File: src/hw/rtl/msl_pkg.sv
// Package: shared types and constants for the monotone spline slope limiter.
package msl_pkg;

	// Sequencer states, one-hot.
	typedef enum logic [3:0] {
		ST_IDLE = 4'b0001,
		ST_DIV  = 4'b0010,
		ST_PUT1 = 4'b0100,
		ST_PUT2 = 4'b1000
	} msl_state_t;

	// Status of the shared divider.
	typedef struct packed {
		logic busy;
		logic done;
	} div_stat_t;

endpackage

File: src/hw/rtl/msl_if.sv
// Interfaces: knot request channel and limited-slope result channel.
interface msl_in_if #(
	parameter int VALUE_WIDTH = 32
);
	logic                          valid;
	logic                          ready;
	logic signed [VALUE_WIDTH-1:0] knot_x;
	logic signed [VALUE_WIDTH-1:0] knot_y;
	logic signed [VALUE_WIDTH-1:0] knot_slope;
	logic                          last_knot;

	modport source (output valid, knot_x, knot_y, knot_slope, last_knot, input ready);
	modport sink (input valid, knot_x, knot_y, knot_slope, last_knot, output ready);
endinterface

interface msl_out_if #(
	parameter int VALUE_WIDTH = 32
);
	logic                          valid;
	logic                          ready;
	logic signed [VALUE_WIDTH-1:0] slope_out;
	logic                          was_clamped;
	logic                          order_error;
	logic                          last_out;

	modport source (output valid, slope_out, was_clamped, order_error, last_out, input ready);
	modport sink (input valid, slope_out, was_clamped, order_error, last_out, output ready);
endinterface

File: src/hw/rtl/msl_divider.sv
// Radix-2 restoring divider: quotient of (dividend << FRACTION_BITS) / divisor, saturated.
module msl_divider #(
	parameter int VALUE_WIDTH   = 32,
	parameter int FRACTION_BITS = 16
) (
	input  logic                   clk,
	input  logic                   arst_n,
	input  logic                   start,
	input  logic [VALUE_WIDTH-1:0] dividend,
	input  logic [VALUE_WIDTH-1:0] divisor,
	output logic [VALUE_WIDTH-1:0] quot,
	output msl_pkg::div_stat_t     stat
);

	localparam int NW = VALUE_WIDTH + FRACTION_BITS;
	localparam int CW = $clog2(NW + 1);
	localparam logic [VALUE_WIDTH-1:0] SIGN_BIT = {1'b1, {(VALUE_WIDTH-1){1'b0}}};

	logic [VALUE_WIDTH-1:0] rem_q;
	logic [NW-1:0]          num_q;
	logic [VALUE_WIDTH-1:0] dvs_q;
	logic [VALUE_WIDTH-1:0] quot_q;
	logic                   sat_q;
	logic [CW-1:0]          cnt_q;
	logic                   busy_q;
	logic                   done_q;

	logic [VALUE_WIDTH:0]   rem_sh;
	logic                   ge;
	logic [VALUE_WIDTH:0]   rem_sub;
	logic [VALUE_WIDTH-1:0] quot_sh;

	assign rem_sh  = {rem_q, num_q[NW-1]};
	assign ge      = rem_sh >= {1'b0, dvs_q};
	assign rem_sub = rem_sh - {1'b0, dvs_q};
	assign quot_sh = {quot_q[VALUE_WIDTH-2:0], ge};

	always_ff @(posedge clk or negedge arst_n) begin
		if (!arst_n) begin
			busy_q <= 1'b0;
			done_q <= 1'b0;
			cnt_q  <= '0;
		end else begin
			done_q <= 1'b0;
			if (start) begin
				busy_q <= 1'b1;
				cnt_q  <= CW'(NW);
			end else if (busy_q) begin
				cnt_q <= cnt_q - CW'(1);
				if (cnt_q == CW'(1)) begin
					busy_q <= 1'b0;
					done_q <= 1'b1;
				end
			end
		end
	end

	always_ff @(posedge clk) begin
		if (start) begin
			rem_q  <= '0;
			num_q  <= {dividend, {FRACTION_BITS{1'b0}}};
			dvs_q  <= divisor;
			quot_q <= '0;
			sat_q  <= 1'b0;
		end else if (busy_q) begin
			rem_q <= ge ? rem_sub[VALUE_WIDTH-1:0] : rem_sh[VALUE_WIDTH-1:0];
			num_q <= num_q << 1;
			if (!sat_q) begin
				if (quot_sh >= SIGN_BIT) begin
					quot_q <= SIGN_BIT;
					sat_q  <= 1'b1;
				end else begin
					quot_q <= quot_sh;
				end
			end
		end
	end

	assign quot      = quot_q;
	assign stat.busy = busy_q;
	assign stat.done = done_q;

endmodule

File: src/hw/rtl/monotone_spline_slope_limiter.sv
// Top level: Hyman-style monotone slope limiter for cubic Hermite spline knots.
//
// Channels: knot_in takes one knot (x, y, slope, last_knot) per request, in
// order of increasing x. res_out gives the limited slope of a knot with
// was_clamped, order_error and last_out flags.
// Results lag by one knot: the result of a knot leaves once its right
// neighbour has arrived. A knot flagged last_knot flushes two results (its
// left neighbour, then itself); a lone last knot gives one.
// Sequencing: the first knot of a spline runs no division. Every later knot
// runs one secant division on the shared radix-2 divider, one quotient bit a
// cycle, then passes through the put states. knot_in.ready is high only
// while the sequencer is idle, so a new knot is not taken until the last one
// is through. An out-of-order x skips the division.
// Reset (arst_n low) drops any held knot and any pending result; the next
// knot starts a new spline.
// A stalled receiver: one result waits in the output register; the
// sequencer holds in its put state until that register frees, and no new
// knot is taken meanwhile. Nothing is lost or repeated.
module monotone_spline_slope_limiter #(
	parameter int VALUE_WIDTH   = 32,
	parameter int FRACTION_BITS = 16
) (
	input  logic             clk,
	input  logic             arst_n,
	msl_in_if.sink           knot_in,
	msl_out_if.source        res_out
);

	localparam int W = VALUE_WIDTH;
	localparam logic [W-1:0] SIGN_BIT = {1'b1, {(W-1){1'b0}}};
	// Largest delta whose triple still fits.
	localparam logic [W-1:0] DELTA_MAX = SIGN_BIT / W'(3);

	msl_pkg::msl_state_t state_q;

	// Knot awaiting its right neighbour, and its left secant.
	logic signed [W-1:0] held_x_q, held_y_q, held_slope_q;
	logic                held_valid_q;
	logic [W-1:0]        left_sec_q;
	logic                left_valid_q, left_err_q;

	// Knot just taken.
	logic signed [W-1:0] cur_x_q, cur_y_q, cur_slope_q;
	logic                cur_last_q;
	logic                seg_err_q;

	// Output register.
	logic                out_valid_q;
	logic signed [W-1:0] slope_q;
	logic                clamp_q, err_q, last_q;

	logic accept;
	assign knot_in.ready = (state_q == msl_pkg::ST_IDLE);
	assign accept        = knot_in.valid && knot_in.ready;

	// Segment between held knot and the incoming one.
	logic signed [W:0] dy;
	logic [W:0]        dy_abs;
	logic [W-1:0]      dx;
	logic              seg_err;
	assign dy      = {knot_in.knot_y[W-1], knot_in.knot_y} - {held_y_q[W-1], held_y_q};
	assign dy_abs  = dy[W] ? -dy : dy;
	assign dx      = knot_in.knot_x - held_x_q;
	assign seg_err = knot_in.knot_x <= held_x_q;

	logic                div_start;
	logic [W-1:0]        div_quot;
	msl_pkg::div_stat_t  div_stat;
	assign div_start = accept && held_valid_q && !seg_err;

	msl_divider #(
		.VALUE_WIDTH  (VALUE_WIDTH),
		.FRACTION_BITS(FRACTION_BITS)
	) u_div (
		.clk     (clk),
		.arst_n  (arst_n),
		.start   (div_start),
		.dividend(dy_abs[W-1:0]),
		.divisor (dx),
		.quot    (div_quot),
		.stat    (div_stat)
	);

	// Right secant of the held knot; zero on an order fault.
	logic [W-1:0] right_sec;
	assign right_sec = seg_err_q ? '0 : div_quot;

	// Shared limiter: one result per put state.
	logic                put1, put2, out_free, load;
	logic signed [W-1:0] e_slope;
	logic                e_rv, e_err;
	logic [W-1:0]        e_rs, delta, tri3, smag;
	logic                neg, apply, clamp;
	logic signed [W-1:0] e_out;

	assign put1     = (state_q == msl_pkg::ST_PUT1);
	assign put2     = (state_q == msl_pkg::ST_PUT2);
	assign out_free = !out_valid_q || res_out.ready;
	assign load     = (put1 || put2) && out_free;

	always_comb begin
		e_slope = put1 ? held_slope_q : cur_slope_q;
		e_rv    = put1;
		e_rs    = put1 ? right_sec : '0;
		e_err   = left_err_q || (put1 && seg_err_q);
		if (left_valid_q && e_rv) begin
			delta = (left_sec_q < e_rs) ? left_sec_q : e_rs;
		end else begin
			delta = left_valid_q ? left_sec_q : e_rs;
		end
		tri3  = delta + (delta << 1);
		neg   = e_slope[W-1];
		smag  = neg ? -e_slope : e_slope;
		apply = !e_err && (left_valid_q || e_rv) && (delta <= DELTA_MAX);
		clamp = apply && (smag > tri3);
		if (clamp) begin
			e_out = neg ? -tri3 : tri3;
		end else begin
			e_out = e_slope;
		end
	end

	// Sequencer and held-knot state.
	always_ff @(posedge clk or negedge arst_n) begin
		if (!arst_n) begin
			state_q      <= msl_pkg::ST_IDLE;
			held_valid_q <= 1'b0;
			left_valid_q <= 1'b0;
			left_err_q   <= 1'b0;
			left_sec_q   <= '0;
			held_x_q     <= '0;
			held_y_q     <= '0;
			held_slope_q <= '0;
			out_valid_q  <= 1'b0;
		end else begin
			out_valid_q <= load || (out_valid_q && !res_out.ready);
			case (state_q)
				msl_pkg::ST_IDLE: begin
					if (accept) begin
						if (held_valid_q) begin
							state_q <= seg_err ? msl_pkg::ST_PUT1 : msl_pkg::ST_DIV;
						end else begin
							// New spline: no left neighbour.
							left_valid_q <= 1'b0;
							left_sec_q   <= '0;
							left_err_q   <= 1'b0;
							if (knot_in.last_knot) begin
								state_q <= msl_pkg::ST_PUT2;
							end else begin
								held_x_q     <= knot_in.knot_x;
								held_y_q     <= knot_in.knot_y;
								held_slope_q <= knot_in.knot_slope;
								held_valid_q <= 1'b1;
							end
						end
					end
				end
				msl_pkg::ST_DIV: begin
					if (div_stat.done) begin
						state_q <= msl_pkg::ST_PUT1;
					end
				end
				msl_pkg::ST_PUT1: begin
					if (out_free) begin
						left_valid_q <= 1'b1;
						left_sec_q   <= right_sec;
						left_err_q   <= seg_err_q;
						if (cur_last_q) begin
							state_q <= msl_pkg::ST_PUT2;
						end else begin
							held_x_q     <= cur_x_q;
							held_y_q     <= cur_y_q;
							held_slope_q <= cur_slope_q;
							state_q      <= msl_pkg::ST_IDLE;
						end
					end
				end
				msl_pkg::ST_PUT2: begin
					if (out_free) begin
						// Flush: spline done.
						held_valid_q <= 1'b0;
						held_x_q     <= '0;
						held_y_q     <= '0;
						held_slope_q <= '0;
						left_valid_q <= 1'b0;
						left_sec_q   <= '0;
						left_err_q   <= 1'b0;
						state_q      <= msl_pkg::ST_IDLE;
					end
				end
				default: begin
					state_q <= msl_pkg::ST_IDLE;
				end
			endcase
		end
	end

	// Payload registers.
	always_ff @(posedge clk) begin
		if (accept) begin
			cur_x_q     <= knot_in.knot_x;
			cur_y_q     <= knot_in.knot_y;
			cur_slope_q <= knot_in.knot_slope;
			cur_last_q  <= knot_in.last_knot;
			seg_err_q   <= seg_err;
		end
		if (load) begin
			slope_q <= e_out;
			clamp_q <= clamp;
			err_q   <= e_err;
			last_q  <= put2;
		end
	end

	assign res_out.valid       = out_valid_q;
	assign res_out.slope_out   = slope_q;
	assign res_out.was_clamped = clamp_q;
	assign res_out.order_error = err_q;
	assign res_out.last_out    = last_q;

endmodule

File: src/flat_wrapper.sv
// flat-port wrapper written by rule: the top's interface ports become plain ports
module monotone_spline_slope_limiter_flat 
#(
	parameter int VALUE_WIDTH   = 32,
	parameter int FRACTION_BITS = 16
)
  (clk, arst_n, knot_in_valid, knot_in_knot_x, knot_in_knot_y, knot_in_knot_slope, knot_in_last_knot, knot_in_ready, res_out_valid, res_out_slope_out, res_out_was_clamped, res_out_order_error, res_out_last_out, res_out_ready);
  msl_in_if #(.VALUE_WIDTH(VALUE_WIDTH)) knot_in_i ();
  msl_out_if #(.VALUE_WIDTH(VALUE_WIDTH)) res_out_i ();
  input  logic clk;
  input  logic arst_n;
  input wire logic [$bits(knot_in_i.valid)-1:0] knot_in_valid;
  input wire logic [$bits(knot_in_i.knot_x)-1:0] knot_in_knot_x;
  input wire logic [$bits(knot_in_i.knot_y)-1:0] knot_in_knot_y;
  input wire logic [$bits(knot_in_i.knot_slope)-1:0] knot_in_knot_slope;
  input wire logic [$bits(knot_in_i.last_knot)-1:0] knot_in_last_knot;
  output wire logic [$bits(knot_in_i.ready)-1:0] knot_in_ready;
  output wire logic [$bits(res_out_i.valid)-1:0] res_out_valid;
  output wire logic [$bits(res_out_i.slope_out)-1:0] res_out_slope_out;
  output wire logic [$bits(res_out_i.was_clamped)-1:0] res_out_was_clamped;
  output wire logic [$bits(res_out_i.order_error)-1:0] res_out_order_error;
  output wire logic [$bits(res_out_i.last_out)-1:0] res_out_last_out;
  input wire logic [$bits(res_out_i.ready)-1:0] res_out_ready;
  assign knot_in_i.valid = knot_in_valid;
  assign knot_in_i.knot_x = knot_in_knot_x;
  assign knot_in_i.knot_y = knot_in_knot_y;
  assign knot_in_i.knot_slope = knot_in_knot_slope;
  assign knot_in_i.last_knot = knot_in_last_knot;
  assign knot_in_ready = knot_in_i.ready;
  assign res_out_valid = res_out_i.valid;
  assign res_out_slope_out = res_out_i.slope_out;
  assign res_out_was_clamped = res_out_i.was_clamped;
  assign res_out_order_error = res_out_i.order_error;
  assign res_out_last_out = res_out_i.last_out;
  assign res_out_i.ready = res_out_ready;
  monotone_spline_slope_limiter #(.VALUE_WIDTH(VALUE_WIDTH), .FRACTION_BITS(FRACTION_BITS)) u_core (.clk(clk), .arst_n(arst_n), .knot_in(knot_in_i), .res_out(res_out_i));
endmodule
File: config.mk
export PLATFORM = sky130hd
export DESIGN_NAME = monotone_spline_slope_limiter_flat
export DESIGN_NICKNAME = d
export VERILOG_FILES = /design/src/hw/rtl/msl_pkg.sv /design/src/hw/rtl/msl_if.sv /design/src/hw/rtl/msl_divider.sv /design/src/hw/rtl/monotone_spline_slope_limiter.sv /design/src/flat_wrapper.sv
export SDC_FILE = /design/constraint.sdc
export NUM_CORES = 1
export LEC_CHECK = 0
export ABC_AREA = 1
export BUFFER_PORTS_ARGS = -buffer_cell sky130_fd_sc_hd__buf_2
export CAP_MARGIN = 15
export CORE_MARGIN = 4
export CORE_UTILIZATION = 58
export CTS_BUF_LIST = sky130_fd_sc_hd__clkbuf_4 sky130_fd_sc_hd__clkbuf_8
export CTS_CLUSTER_SIZE = 20
export DETAILED_ROUTE_END_ITERATION = 16
export PLACE_DENSITY = 0.79
export SYNTH_ARGS = -nofsm -noshare
export SYNTH_HDL_FRONTEND = slang
export SYNTH_SLANG_ARGS = --single-unit
File: constraint.sdc
create_clock -name clk -period 7.5 [get_ports clk]
set_clock_uncertainty 0.1 [all_clocks]
set_input_delay 0 -clock clk [delete_from_list [all_inputs] [get_ports clk]]
set_output_delay 0 -clock clk [all_outputs]
set_load 0.05 [all_outputs]
==> flow_summary.json, run 1 <==
{
  "outcome": "finished clean",
  "synth.yosys.seq_area_share_pct": 38.8,
  "grt_pass1_vias": 25600,
  "synth-simple-area-share_pct": 20.3,
  "io_buffers": 137,
  "antenna_found_initial": 6,
  "area_growth_pct": 17.8,
  "fin_nets": 4172,
  "fin_crit_sh_pct": 92.4,
  "drt-initial-drc-count": 2925,
  "min_path_type": "input pin to flop",
  "n_fill_cell": 3590,
  "max_slew_margin_pct": 20.2,
  "cts_setup_buffers": 0,
  "wirelength_mm": 78.9,
  "syn_nets": 3856,
  "yosys.area.top_type": "edfxtp_1",
  "synthFlopType": "edfxtp_1",
  "grt_pass1_wl_mm": 129,
  "worstHoldStart": "knot_in_knot_x[29]",
  "die_h_um": 227,
  "ios": 138,
  "max-vdd-ir-drop_mv": 0.387,
  "slowest_stage": "edfxtp_1",
  "clk_latency_ps": 670,
  "wl_per_cell_um": 17.4,
  "overflow": 0,
  "drcViolationCount": 0,
  "synth_xor_area_share_pct": 5.28,
  "critical_path_class": "flop to flop",
  "synth_compound_area_share_pct": 16.4,
  "wl_met3_mm": 6.66,
  "dieArea_sq_mm": 0.0516,
  "worst_pin_slew_ps": 1200,
  "crit_arrival_ps": 7240,
  "setup_violations": 0,
  "met1_length_mm": 33.5,
  "seq_area_sq_mm": 0.0108,
  "rows": 80,
  "numClockSinks": 406,
  "yosysMostFrequentCell": "nand2_1",
  "grt_max_degree": 111,
  "crit_path_end_kind": "flop",
  "hold_ws_ps": 42.3,
  "gp_congestion": 0.996,
  "fmax_mhz": 144,
  "grt_usage_pct": 30.4,
  "netlist_area_sq_mm": 0.0279,
  "highest_layer": "met4",
  "cts_max_level": 3,
  "avgViaCountPerCell": 5.81,
  "rsz0062_at_grt": "no",
  "critPathMaxFanout": 44,
  "start_util_pct": 58.5,
  "clock_path_buffers": 3,
  "clk_pin_slew_ps": 60,
  "die_x_um": 227,
  "ys_top_cells_by_area": "edfxtp_1, dfrtp_1, nand2_1",
  "synth_top_family_by_area": "simple AND/OR/NAND/NOR gates",
  "route.antenna.remaining_nets": 0,
  "dp_hpwl_mm": 51.1,
  "drt_pass1_iterations": 8,
  "cts-buffers-inserted": 71,
  "yosys_register_bits": 406,
  "synth_common_cells": "nand2_1, inv_1, a21oi_1",
  "synth.top_cell.area_share_pct": 21.2,
  "fp.coreArea_sq_mm": 0.0476,
  "drv_slew": 0,
  "timing.rr.start": "u_core.seg_err_q",
  "ys_warn_count": 0,
  "cp-startpoint": "u_core.seg_err_q",
  "layout-drive-gt1-share_pct": 10.9,
  "cp_slowest_stage_delay_ps": 490,
  "avgSynthCellArea_sq_um": 7.85,
  "root_buffer": "clkbuf_8",
  "required_ps": 7810,
  "hold_viol_final": 0,
  "synth_cell_types": 63,
  "start_kind": "flop",
  "crit_top_cell": "nand2_1",
  "cts_tree": "built",
  "dr_wl_met2_mm": 35.7,
  "num_vias": 26400,
  "setup_tns_ps": 0,
  "synthMuxAreaShare_pct": 1.37,
  "multi_input_area_sq_mm": 0.0148,
  "cap_violations": 0,
  "syn_inst": 3550,
  "finalCriticalPeriod_ps": 6930,
  "power_density_mw_per_mm2": 451,
  "leakage_nw": 15.9,
  "synthAdderAreaFrac_pct": 9.31,
  "synth-async-reset-ratio_pct": 35.5,
  "synth_edf_count": 197
}
## logic make-up (layout without fill, tap and decap cells)
group / Yosys count / in the layout
adder cells (fa/ha/maj): 205 / 205
other: 0 / 6
multiplexers: 34 / 34
buffers and inverters: 620 / 995
XOR/XNOR: 168 / 168
AO/OA/AOI/OAI: 786 / 786
AND/OR/NAND/NOR: 1331 / 1331
flip-flops: 406 / 406
## power breakdown
part	switching (W)	internal (W)
clock network	0.00101	0.00135
logic	0.00565	0.00297
registers	0.000423	0.00340
## per-stage QoR
step                instances  instance area (sq um)  total power [W]  setup WS, ps  utilization, %
floorplan                3550                  27900           0.0101          18.3               -
detailed placement       4215                  29200           0.0120           226            61.2
global placement         4215                  29200           0.0118           331            61.2
global route             4546                  32800           0.0160          13.3            68.9
finish                   4546                  32800           0.0148           571            68.9
CTS                      4539                  32800           0.0144           172            68.8
## layer usage
metal  GRT usage (%)  vias to the layer above
met5               0                        -
met4            11.7                        0
met3            6.10                      262
met2            48.5                     1233
met1            41.3                    12300
li1                -                    12600
## worst max-delay path, delay by kind of cell (launching register included)
family                     cells  cell delay (ps)
DFF                            1              490
adders and majority gates      3              950
and+or+nand+nor               19             1920
xor gates and xnor gates       1              350
buffers and inverters          9             1500
AOI/OAI and AO/OA              7             1340
## flip-flops by register name (all words and copies together) (netlist names), 4 cells and up
signal,count
u_core.u_div.cnt_q,6
u_core.held_slope_q,32
u_core.u_div.rem_q,32
u_core.held_x_q,32
u_core.res_out.slope_out,32
u_core.u_div.quot,32
u_core.cur_x_q,32
u_core.state_q,4
u_core.cur_slope_q,32
u_core.cur_y_q,32
u_core.u_div.num_q,32
u_core.u_div.dvs_q,32
u_core.held_y_q,32
u_core.left_sec_q,32
## placed cells by master, fill, tap and decap left out, types with 25 or more instances in the layout
cell and count:
a21oi_1 295, a221oi_1 66, a22oi_1 30, buf_2 136
buf_4 30, clkbuf_8 91, dfrtp_1 143, dfxtp_1 65
dlygate4sd3_1 191, edfxtp_1 197, ha_1 201, inv_1 482
mux2_2 34, nand2_1 768, nand3_1 179, nand4_1 39
nor2_1 219, nor3_1 38, o21ai_0 254, o21ai_1 25
xnor2_1 48, xor2_1 120
## path summary, 6_finish.rpt
kind | cells past startpoint | to | slack, ps
max reg2reg | 39 | u_core.res_out.slope_out[26] | 570
min | 2 | u_core.cur_x_q[29] | 40
min in group asynchronous | 3 | u_core.state_q[0] | 400
min reg2reg | 2 | u_core.u_div.rem_q[8] | 370
max in group asynchronous | 4 | u_core.held_x_q[16] | 5990
max | 39 | u_core.res_out.slope_out[26] | 570
## cell type report
type | count | area share, %
tap | 615 | 2.34
inverter | 500 | 5.74
antenna | 6 | 0.0457
clock buffer | 112 | 4.29
multi-input combinational | 2524 | 45.0
timing repair buffer | 363 | 8.90
sequential | 406 | 33.0
clock inverter | 20 | 0.732
## repair_timing
item | 4_1_cts | 5_1_grt
endpoints found under the setup margin | 0 | 33
hold buffers | 192 | 0
hold endpoints to repair | 329 | 0
resized for setup | 0 | 10
Note: power is estimated with default switching activity, not from simulation.
==> run 2, diff against run 1 <==
- BUFFER_PORTS_ARGS: -buffer_cell sky130_fd_sc_hd__buf_2 -> -buffer_cell sky130_fd_sc_hd__buf_4
- HOLD_SLACK_MARGIN: default -> 0.05
==> run 2 against run 1 <==
Compared with the run above:
- non-clock buffer count increased by 10
- cell count rose by 0.15%
- hold slack improved by 51 ps
- via count grew 0.24%
- global-route usage rose by 0.13 points
- utilization rose by 0.82 points
- sequential share of layout area decreased by 0.39 points
- total power increased by 0.47%
- die area stayed put
- sequential power about the same
- design area rose by 1.2%
- worst setup slack worse by 55 ps
- critical path type unchanged
- largest power group unchanged
==> flow_summary.json, run 2 (synthesis results as in run 1) <==
{
  "placed_cells": 4215,
  "multi_input_area_sq_mm": 0.0148,
  "numClockSinks": 406,
  "p_sw_w": 0.00716,
  "finalCriticalPeriod_ps": 6980,
  "required_ps": 7820,
  "dr_wl_met2_mm": 36.5,
  "gp_congestion": 0.969,
  "hold_viol_final": 0,
  "critical_path_class": "flop to flop",
  "avgViaCountPerCell": 5.82,
  "max_slew_margin_pct": 21.5,
  "grt_pass1_vias": 25700,
  "dieArea_sq_mm": 0.0516,
  "cp_slowest_stage_delay_ps": 410,
  "fin_crit_sh_pct": 93.1,
  "hold_end": "u_core.held_y_q[4]",
  "drcViolationCount": 0,
  "pre_cts_slack_ps": 402,
  "drt-initial-drc-count": 2715,
  "cp-startpoint": "u_core.state_q[1]",
  "ios": 138,
  "area_growth_pct": 19.2,
  "fp.coreArea_sq_mm": 0.0476,
  "clock_path_buffers": 3,
  "final_cell_count_no_fill": 4553,
  "cts-buffers-inserted": 72,
  "cts_max_level": 3,
  "layout-drive-gt1-share_pct": 11.0,
  "dp_hpwl_mm": 51.8,
  "max-vdd-ir-drop_mv": 0.541,
  "fmax_mhz": 143,
  "fin_nets": 4183,
  "start_kind": "flop",
  "outcome": "finished clean",
  "fin_area_sq_mm": 0.0332,
  "drt_pass1_iterations": 5,
  "grt_pass1_wl_mm": 129,
  "highest_layer": "met4",
  "placed_area_sq_mm": 0.0295,
  "wl_per_cell_um": 17.6,
  "clk_pin_slew_ps": 60,
  "met1_length_mm": 33.5,
  "cap_violations": 0,
  "swShare_pct": 48.1,
  "wl_met3_mm": 6.97,
  "crit_path_end_kind": "flop",
  "timing.rr.start": "u_core.state_q[1]",
  "setup_ws_ps": 516,
  "rr_worst_depth": 37,
  "drv_slew": 0,
  "power.internal_w": 0.00771,
  "slowest_stage": "a21oi_1",
  "num_vias": 26500,
  "whs_path_depth": 4,
  "overflow": 0,
  "most-common-layout-cells": "nand2_1, inv_1, a21oi_1, o21ai_0, nor2_1",
  "pwr-share-comb_pct": 58.9,
  "io_buffers": 137,
  "critPathMaxFanout": 52,
  "crit_top_cell": "nand2_1",
  "worstHoldStart": "knot_in_knot_y[4]",
  "n_fill_cell": 3643,
  "rows": 80,
  "power_density_mw_per_mm2": 447,
  "layout_commonest_cell": "nand2_1",
  "grt_max_degree": 100,
  "wirelength_mm": 80.2,
  "die_x_um": 227,
  "worst_pin_slew_ps": 1180,
  "die_h_um": 227,
  "grt_usage_pct": 30.5,
  "antenna_found_initial": 2,
  "p_seq_share_pct": 25.7,
  "r2r_end": "u_core.res_out.slope_out[3]",
  "clk_latency_ps": 670,
  "root_buffer": "clkbuf_8",
  "route.antenna.remaining_nets": 0,
  "seq_area_sq_mm": 0.0108,
  "leakage_nw": 16.1,
  "min_path_type": "input pin to flop",
  "start_util_pct": 58.5,
  "cts_tree": "built",
  "crit_arrival_ps": 7310,
  "pwr-share-clk_pct": 15.3,
  "setup_violations": 0,
  "rrSetupSlack_ps": 520
}
## run 2: changes by cell type in the layout (fill, tap and decap cells not counted), moves of 2 or more
cell           previous run  this run
clkbuf_8                 91        89
dlygate4sd3_1           191       198
buf_2                   136         0
bufinv_16                 4         2
clkbuf_4                 21        28
buf_4                    30       170
diode_2                   6         1
## run 2: worst max-delay path: cells and delay by family (launching register included)
kind | cells | cell delay, ps
AND/OR/NAND/NOR | 19 | 2120
flip-flops | 1 | 400
buffers and inverters | 5 | 840
AO/OA/AOI/OAI | 10 | 2170
adder cells (fa/ha/maj) | 3 | 1050
## run 2: how the worst max path moves through the flow
| stage | end | slack, ps | cells past startpoint |
|---|---|---|---|
| after floorplan | u_core.res_out.slope_out[23] | 20 | 53 |
| after global placement | u_core.res_out.slope_out[30] | 580 | 42 |
| after detailed placement | u_core.res_out.slope_out[3] | 400 | 45 |
| after CTS | u_core.res_out.slope_out[3] | 370 | 45 |
| after global routing | u_core.res_out.slope_out[20] | -1 | 42 |
| final | u_core.res_out.slope_out[3] | 520 | 37 |
## run 2: power groups by stage
| stage | combinational, W | sequential [W] | clock [W] |
|---|---|---|---|
| after floorplan | 0.00625 | 0.00384 | 0 |
| after global placement | 0.00812 | 0.00379 | 0 |
| after detailed placement | 0.00825 | 0.00382 | 0 |
| after CTS | 0.00840 | 0.00379 | 0.00230 |
| after global routing | 0.00975 | 0.00390 | 0.00241 |
| final | 0.00876 | 0.00383 | 0.00228 |
## run 2: layout make-up
cell class | count | area share (%)
diodes | 1 | 0.00753
clock buffers | 117 | 4.32
clock inverters | 17 | 0.520
inverters | 500 | 5.66
multi-input cells | 2524 | 44.5
flip-flops and latches | 406 | 32.6
well taps | 615 | 2.32
repair buffers | 373 | 10.1
## run 2: repair_timing
action,4_1_cts,5_1_grt
setup buffers,0,3
endpoints found under the setup margin,0,33
hold endpoints to repair,358,0
hold buffers,199,0
resized for setup,0,11
## run 2: layer usage
layer / track usage [%] / vias up
met3: 6.14 / 264
met5: 0 / -
li1: - / 12700
met1: 41.3 / 12300
met4: 11.7 / 0
met2: 49.0 / 1290
## run 2: through the flow
stage | utilization [%] | hold slack, ps | total power [W] | TNS [ps]
global placement | 61.9 | -20.5 | 0.0119 | 0
floorplan | - | -396 | 0.0101 | 0
detailed placement | 61.9 | -13.4 | 0.0121 | 0
global route | 69.7 | 114 | 0.0161 | -1.39
finish | 69.7 | 93.8 | 0.0149 | 0
CTS | 69.5 | 50.2 | 0.0145 | 0
